File: src/rtl/kil_pkg.sv
// ----------------------------------------------------------------------------
// kil_pkg: shared types and constants for the keyframe interval lookup
// Command codes, register indexes, Q16.16 / Q0.16 constants and the request
// and response words of the shared restoring divider.
// ----------------------------------------------------------------------------
package kil_pkg;

   localparam int TIME_WORD_BITS = 32;
   localparam int FCNT_BITS      = 9;
   localparam int FRAME_BITS     = 8;
   localparam int PROG_BITS      = 17;
   localparam int QUOT_BITS      = 16;
   localparam int STEP_BITS      = 6;

   // command codes carried by req_cmd
   localparam logic [1:0] CMD_LOAD   = 2'd0;
   localparam logic [1:0] CMD_PAIR   = 2'd1;
   localparam logic [1:0] CMD_SINGLE = 2'd2;
   localparam logic [1:0] CMD_NONE   = 2'd3;

   // register indexes on the csr port
   localparam logic CSR_ANIM_LENGTH = 1'b0;
   localparam logic CSR_FRAME_COUNT = 1'b1;

   localparam logic [PROG_BITS-1:0] ONE_Q16    = 17'h1_0000;
   localparam logic [STEP_BITS-1:0] MOD_STEPS  = 6'd32;
   localparam logic [STEP_BITS-1:0] FRAC_STEPS = 6'd16;

   typedef struct packed {
      logic                      start;
      logic [TIME_WORD_BITS-1:0] rem_init;
      logic [TIME_WORD_BITS-1:0] dividend;
      logic [TIME_WORD_BITS-1:0] divisor;
      logic [STEP_BITS-1:0]      steps;
   } kil_div_req_type;

   typedef struct packed {
      logic                      done;
      logic [TIME_WORD_BITS-1:0] rem;
      logic [QUOT_BITS-1:0]      quot;
   } kil_div_rsp_type;

endpackage

File: src/rtl/kil_div.sv
// ----------------------------------------------------------------------------
// kil_div: shared restoring divider, one quotient bit per cycle
// Serves both the time wrap (remainder of a 32-bit time) and the Q0.16
// interpolation fraction (quotient of diff * 65536 by the span).
// ----------------------------------------------------------------------------
module kil_div (
   input  logic                     clock,
   input  logic                     reset,
   input  kil_pkg::kil_div_req_type div_req,
   output kil_pkg::kil_div_rsp_type div_rsp
);

   logic                                   busy_ff, busy_in;
   logic                                   done_ff, done_in;
   logic [kil_pkg::STEP_BITS-1:0]          cnt_ff, cnt_in;
   logic [kil_pkg::TIME_WORD_BITS-1:0]     rem_ff, rem_in;
   logic [kil_pkg::TIME_WORD_BITS-1:0]     dvd_ff, dvd_in;
   logic [kil_pkg::TIME_WORD_BITS-1:0]     dvs_ff, dvs_in;
   logic [kil_pkg::QUOT_BITS-1:0]          quot_ff, quot_in;
   logic [kil_pkg::TIME_WORD_BITS:0]       rem_shift;
   logic [kil_pkg::TIME_WORD_BITS:0]       rem_sub;
   logic                                   fits;

   always_comb begin
      rem_shift = {rem_ff, dvd_ff[kil_pkg::TIME_WORD_BITS-1]};
      rem_sub   = rem_shift - {1'b0, dvs_ff};
      fits      = rem_shift >= {1'b0, dvs_ff};

      busy_in = busy_ff;
      done_in = 1'b0;
      cnt_in  = cnt_ff;
      rem_in  = rem_ff;
      dvd_in  = dvd_ff;
      dvs_in  = dvs_ff;
      quot_in = quot_ff;

      if (div_req.start) begin
         busy_in = 1'b1;
         cnt_in  = div_req.steps;
         rem_in  = div_req.rem_init;
         dvd_in  = div_req.dividend;
         dvs_in  = div_req.divisor;
         quot_in = '0;
      end else if (busy_ff) begin
         // remainder stays below the divisor, so it fits the word
         rem_in  = fits ? rem_sub[kil_pkg::TIME_WORD_BITS-1:0]
                        : rem_shift[kil_pkg::TIME_WORD_BITS-1:0];
         dvd_in  = {dvd_ff[kil_pkg::TIME_WORD_BITS-2:0], 1'b0};
         quot_in = {quot_ff[kil_pkg::QUOT_BITS-2:0], fits};
         cnt_in  = cnt_ff - 1'b1;
         if (cnt_ff == kil_pkg::STEP_BITS'(1)) begin
            busy_in = 1'b0;
            done_in = 1'b1;
         end
      end
   end

   always_ff @(posedge clock) begin
      rem_ff  <= rem_in;
      dvd_ff  <= dvd_in;
      dvs_ff  <= dvs_in;
      quot_ff <= quot_in;
      if (reset) begin
         busy_ff <= 1'b0;
         done_ff <= 1'b0;
         cnt_ff  <= '0;
      end else begin
         busy_ff <= busy_in;
         done_ff <= done_in;
         cnt_ff  <= cnt_in;
      end
   end

   assign div_rsp.done = done_ff;
   assign div_rsp.rem  = rem_ff;
   assign div_rsp.quot = quot_ff;

endmodule

File: config.mk
export PLATFORM = sky130hd
export DESIGN_NAME = kil_div
export DESIGN_NICKNAME = d
export VERILOG_FILES = /design/src/rtl/kil_pkg.sv /design/src/rtl/kil_div.sv
export SDC_FILE = /design/constraint.sdc
export NUM_CORES = 1
export LEC_CHECK = 0
export BUFFER_PORTS_ARGS = -buffer_cell sky130_fd_sc_hd__buf_2
export CORE_ASPECT_RATIO = 0.6
export CORE_MARGIN = 2
export CORE_UTILIZATION = 50
export DETAILED_ROUTE_END_ITERATION = 10
export GPL_TIMING_DRIVEN = 0
export PLACE_DENSITY = 0.75
export REMOVE_ABC_BUFFERS = 1
export SLEW_MARGIN = 30
export SYNTH_ARGS = -nofsm -noshare
export SYNTH_HDL_FRONTEND = slang
export SYNTH_SLANG_ARGS = --single-unit
File: constraint.sdc
create_clock -name clock -period 6.55 [get_ports clock]
set_input_delay 0.3275 -clock clock [delete_from_list [all_inputs] [get_ports clock]]
set_output_delay 0.3275 -clock clock [all_outputs]
set_load 0.01 [all_outputs]
==> metrics.txt, run 1 <==
outcome=completed; final core occ=63.4%; fraction of the mapped netlist area in adder cells=6.65%; Clock Tree Buf Depth=2; largest net degree at the start of global routing=77; die area=14400 sq um; DRC=0; antenna-violating nets left=0; final std cells w/o fill=893; CP startpoint kind=register; GPL Wtd Cong=0.863; 1st-iter DRT viols=251; Sink Count=120; met3 wire len=1010 um; Starting Density=51.6%; main combinational cell family by area after synthesis=multiplexers; die width=153 um; placed cells=861; RSZ-0062 raised after global routing=false; Final Cell Area=8220 sq um; Antenna diodes=0; nets@finish=850; # setup viols final=0; WHS=89.9 ps; pwr/cell area=406 nW/um^2; Post-CTS Setup Bufs=0; CTS resizes=0; Critical Path Sink Type=register; largest stage delay on the critical path=620 ps; Routed met2 length=6540 um; clk_skew=9.28 ps; FFs w/ async S/R, synth=0%; Worst-Margin Slew=765 ps; fmax=0.255 GHz; hold buffers post-CTS=0; Peak VDD IR=0.182 mV; Ports=154; first-pass GRT wire length=24000 um; HP Class=primary input to register; multiplexer share of the synthesized area=16.1%; min Tclk post-route=3910 ps; top layer in use=met4; GRT Total Usage=21.1%; syn_area_per_cell=11.9 sq um; H-tree depth=4; vias per cell=5.35; I/O Buffers=153; Unique masters post-synth=54; most common cell after layout, fill and taps aside=buf_2; most frequent CP cell=a21oi_1; Critical Path AT=4020 ps; clock buffer count from CTS=17; TritonCTS clock tree=yes; Routed met1 length=7210 um; cell type with the largest total area after synthesis=edfxtp_1; Final Slew Violations=0; Crit-path slowest cell=nor2b_1; clk_lat worst skew=410 ps; CP Class=register to register; fin crit share=59.8%; Setup TNS=0 ps; vias in the first global route=4744; top cells by area, synth=edfxtp_1, mux2_2, dfxtp_1; endpoints failing hold=0; warnings from Yosys=0; Post-DP Area=7630 sq um; Yosys reg bits=120; main flop type after synthesis=edfxtp_1; via count=4778; GR Overflow Total=0; clock root buffer=clkbuf_16; HPWL Detailed=10700 um; post-synthesis xor/xnor area fraction=4.18%; simple-gate portion of the synthesized area=8.24%; CORE AREA=13000 sq um; Die Y=93.7 um; Post-synth EDFFs=96; Reg clk slew, reported paths=60 ps; drt pass-1 iters=4; P&R area growth vs syn=22.8%; cells along the critical path=ha_1 -> a21oi_1 -> a21oi_1 -> o21ai_0 -> a211oi_1 -> o21ai_1 -> a21boi_2 -> a211o_2 -> buf_12 -> nor2b_1 -> a221oi_1; CP required=6660 ps; Slew headroom=48.5%; post-synthesis compound-gate area fraction=10.3%; share of post-route cells with drive strength above 1=37.3%; Post-Syn Area=6700 sq um; Routed wire per std cell=16.6 um; site row count=32; P_leak=3.65 nW; crit-path max FO=23; initial antenna violation count=0; post-synth top area share=43.0%; Post-Synthesis Cells=562; most used cells in the layout excluding fill and tap cells=buf_2, edfxtp_1, mux2_2; max_cap viols=0; post-synthesis sequential area ratio=50.2%; Filler Cell Count=1050; Total Wirelength=14800 um
[logic make-up (layout without fill, tap and decap cells)]
kind of cell             after synthesis  after routing
AO/OA/AOI/OAI                        101            101
multiplexers                          93             93
flip-flops                           120            120
AND/OR/NAND/NOR                      113            113
adder cells (fa/ha/maj)               35             35
buffers and inverters                 68            229
XOR/XNOR                              32             32
[cells in the mapped netlist, types with 7 or more instances]
master	n
buf_1	7
edfxtp_1	96
clkbuf_1	14
xnor2_1	16
ha_1	34
mux2_2	57
nor2_1	42
nand2_1	24
a21oi_1	30
xor2_1	16
o21ai_0	15
inv_1	41
a21o_1	18
dfxtp_1	24
nor3_1	11
mux2_4	15
mux2i_1	21
[final timing paths]
kind | startpoint | to | slack (ps) | cells after the start
setup reg to reg | rem_ff[1]$_DFFE_PP_ | rem_ff[26]$_DFFE_PP_ | 2640 | 11
setup / recovery | rem_ff[1]$_DFFE_PP_ | rem_ff[26]$_DFFE_PP_ | 2640 | 11
hold / removal | div_req[24] | dvs_ff[18]$_DFFE_PP_ | 90 | 1
hold reg to reg | quot_ff[15]$_SDFFE_PP0P_ | quot_ff[15]$_SDFFE_PP0P_ | 500 | 2
[where the power goes]
| group | leakage (nW) | internal (W) | switching [W] |
|---|---|---|---|
| clock | 0.281 | 0.000569 | 0.000367 |
| sequential | 1.15 | 0.000986 | 0.0000884 |
| combinational | 2.21 | 0.000661 | 0.000671 |
| total | 3.65 | 0.00222 | 0.00113 |
[metrics by stage]
| step | setup WS, ps | power [W] |
|---|---|---|
| after floorplan | 2890 | 0.00204 |
| after global placement | 1640 | 0.00235 |
| after detailed placement | 2690 | 0.00240 |
| after CTS | 2670 | 0.00336 |
| after global routing | 2430 | 0.00354 |
| final | 2640 | 0.00334 |
[metal layers]
metal,track usage (%),vias to the layer above
met5,0,-
met4,4.89,0
met1,29.8,2261
met3,6.60,4
met2,32.1,151
li1,-,2362
[worst max-delay path, delay by kind of cell (launching register included)]
kind,cells,cell delay [ps]
flops,1,430
compound gates,8,1860
simple gates,1,620
fa+ha+maj,1,400
buf+inv,1,250
[layout make-up]
cell class                      count  area [sq um]  area share [%]
Multi-Input combinational cell    374          3050            37.0
Inverter                           41           156            1.90
Timing Repair Buffer              156           851            10.3
Clock inverter                     15           168            2.04
Tap cell                          170           213            2.59
Clock buffer                       17           425            5.17
Sequential cell                   120          3360            40.9
[registers in the layout, summed over array words and instances, names as in the netlist]
register  flops
busy_ff       1
dvd_ff       32
cnt_ff        6
done_ff       1
quot_ff      16
dvs_ff       32
rem_ff       32
No activity file was read; power rests on OpenSTA's default activity.
==> run 2, diff against run 1 <==
Settings changed: ABC_AREA set to 1, PLACE_DENSITY 0.75 to 0.76.
Clock period 6.55 ns to 3.2 ns, I/O delays scaled along.
==> metrics.txt, run 2 <==
outcome=completed; Final Slew Violations=0 (unchanged); Post-synth EDFFs=96 (unchanged); WHS=10.6 ps (-79.3 ps); Post-Syn Area=7720 sq um (+15%); Unique masters post-synth=37 (-31%); max_cap viols=0 (unchanged); endpoints failing hold=0 (unchanged); most used cells in the layout excluding fill and tap cells=nand2_1, inv_1, buf_2; Post-CTS Setup Bufs=0 (unchanged); FF-to-FF Start=rem_ff[18]$_DFFE_PP_; clk_skew=9.22 ps (-0.0578 ps); CP startpoint kind=register; CP Launch Point=rem_ff[18]$_DFFE_PP_; critical path's top delay family=simple AND/OR/NAND/NOR gates; Total Wirelength=21800 um (+47%); simple-gate portion of the synthesized area=34.1% (+26 points); # setup viols final=0 (unchanged); FFs w/ async S/R, synth=0% (unchanged); final core occ=63.5% (about the same); min Tclk post-route=3050 ps (-863 ps); DRC=0 (unchanged); Routed wire per std cell=14.8 um (-11%); syn_area_per_cell=7.26 sq um (-39%); Setup TNS=0 ps (unchanged); Sequential Area=3360 sq um (about the same); multiplexer share of the synthesized area=0% (-16 points); post-synthesis sequential area ratio=43.6% (-6.6 points); pwr/cell area=646 nW/um^2 (+59%); first-pass GRT wire length=33800 um (+41%); warnings from Yosys=0 (unchanged); GR Overflow Total=0 (unchanged); vias in the first global route=6847 (+44%); Worst-Margin Slew=953 ps (+188 ps); drt pass-1 iters=5 (+1); post-synthesis compound-gate area fraction=3.68% (-6.6 points); Ports=154 (unchanged); cells along the critical path=ha_1 -> nand2_1 -> nor2_1 -> nand2_1 -> nor2_1 -> nand2_4 -> nand2_8 -> nand2_1 -> nand3_1 -> nand2_1; hold path start=div_req[99]; placed cells=1396 (+62%); Critical Path AT=3220 ps (-800 ps); HPWL Detailed=15500 um (+45%); clock buffer count from CTS=17 (unchanged); nets@finish=1392 (+64%); Clock Tree Buf Depth=2 (unchanged); fin crit share=95.4% (+36 points); top cells by area, synth=edfxtp_1, nand2_1, inv_1; largest stage delay on the critical path=450 ps (-170 ps); Critical Path Sink Type=register; antenna-violating nets left=0 (unchanged); Die Y=100 um (+7.0%); Yosys reg bits=120 (unchanged); crit-path max FO=33 (+43%); GPL Wtd Cong=0.945 (+9.6%); 1st-iter DRT viols=743 (+200%); site row count=35 (+9.4%); cell with the most instances after synthesis=nand2_1; cell type with the largest total area after synthesis=edfxtp_1; CP required=3370 ps (-3290 ps); P&R area growth vs syn=25.3%; largest net degree at the start of global routing=70 (-9.1%); Sink Count=120 (unchanged); Peak VDD IR=0.298 mV (+64%); main combinational cell family by area after synthesis=simple AND/OR/NAND/NOR gates; final std cells w/o fill=1468 (+64%); clock root buffer=clkbuf_16; share of post-route cells with drive strength above 1=16.4% (-21 points); most common cell after layout, fill and taps aside=nand2_1; CORE AREA=15200 sq um (+17%); fmax=0.328 GHz (+28%); TritonCTS clock tree=yes; Crit path buffers/inverters=0 (-1); RSZ-0062 raised after global routing=false; Filler Cell Count=1370 (+30%); Commonest cells post-synth=nand2_1, inv_1, edfxtp_1; Slew headroom=36.4% (-12 points); die area=16500 sq um (+15%); Antenna diodes=0 (unchanged); largest registers=dvd_ff: 32 flops, dvs_ff: 32 flops, rem_ff: 32 flops; initial antenna violation count=0 (unchanged); Crit-path slowest cell=ha_1; post-synthesis xor/xnor area fraction=1.59% (-2.6 points); CP Class=register to register; most frequent CP cell=nand2_1; post-synth top area share=37.3% (-5.7 points); vias per cell=5.01 (-6.4%); P_leak=5.13 nW (+41%); via count=7348 (+54%); die width=164 um (+7.2%); fraction of the mapped netlist area in adder cells=5.77% (-0.88 points); HP Class=primary input to register; Reg clk slew, reported paths=60 ps (about the same); H-tree depth=4 (unchanged); Post-Synthesis Cells=1064 (+89%); main flop type after synthesis=edfxtp_1; Multi-input gate area=3510 sq um (+15%); clk_lat worst skew=420 ps (about the same); I/O Buffers=153 (unchanged); PnR Total Power=0.00625 W (+87%); GRT Total Usage=26.6% (+5.4 points); Starting Density=50.7% (-0.98 points)
## run 2: changes by cell type in the layout (fill, tap and decap cells not counted), moves of 21 or more
cell and change:
nand3b_1 +25, nand2_1 +419, mux2i_1 -21, inv_1 +148, nand3_1 +70, mux2_2 -57
dlygate4sd3_1 +38
## run 2: worst paths after layout
kind	end	slack (ps)	cells after the start
setup / recovery	rem_ff[15]$_DFFE_PP_	150	10
setup reg to reg	rem_ff[15]$_DFFE_PP_	150	10
hold / removal	rem_ff[29]$_DFFE_PP_	10	3
hold reg to reg	quot_ff[15]$_SDFFE_PP0P_	480	2
## run 2: what timing repair did
item                                   CTS  global route
setup endpoints to repair                0            33
endpoints found under the hold margin   40             0
resized for setup                        0             1
hold buffers                            38             0
## run 2: per-stage QoR
step | area [sq um] | setup slack [ps]
3_3_place_gp | 8590 | -2000
3_5_place_dp | 8680 | 8.76
4_1_cts | 9650 | 3.18
5_1_grt | 9670 | 27.6
6_report | 9670 | 148
2_1_floorplan | 7570 | 358
## run 2: cell type report
class | count | share of cell area (%)
Multi-Input combinational cell | 726 | 36.3
Sequential cell | 120 | 34.8
Timing Repair Buffer | 194 | 12.7
Inverter | 193 | 7.57
Clock buffer | 19 | 4.70
Tap cell | 203 | 2.63
Clock inverter | 13 | 1.38
## run 2: logic make-up after synthesis
group,after synthesis
fa+ha+maj,35
xor+xnor,14
simple gates,626
flops,120
buf+inv,220
compound gates,49
## run 2: per-layer routing
metal  wire, um  up-vias  part of all wire (%)  global-route usage [%]
met2       8470      284                    39                    38.2
met1      11100     3326                    51                    40.8
met5          0        -                     0                       0
met3       1990       20                   9.1                    6.61
met4        181        0                  0.83                    4.68
li1           -     3718                     -                       -
## run 2: where the power goes
| group | leakage [nW] | switching, W | total [W] | internal [W] |
|---|---|---|---|---|
| sequential | 1.16 | 0.000104 | 0.00203 | 0.00192 |
| clock | 0.289 | 0.000797 | 0.00194 | 0.00114 |
| combinational | 3.67 | 0.00147 | 0.00229 | 0.000814 |
## run 2: worst reg2reg max path: stages, from the launching register on
cell      delay, ps
edfxtp_1        420
ha_1            450
nand2_1         190
nor2_1          330
nand2_1         120
nor2_1          360
nand2_4         310
nand2_8         320
nand2_1         120
nand3_1         110
nand2_1          70
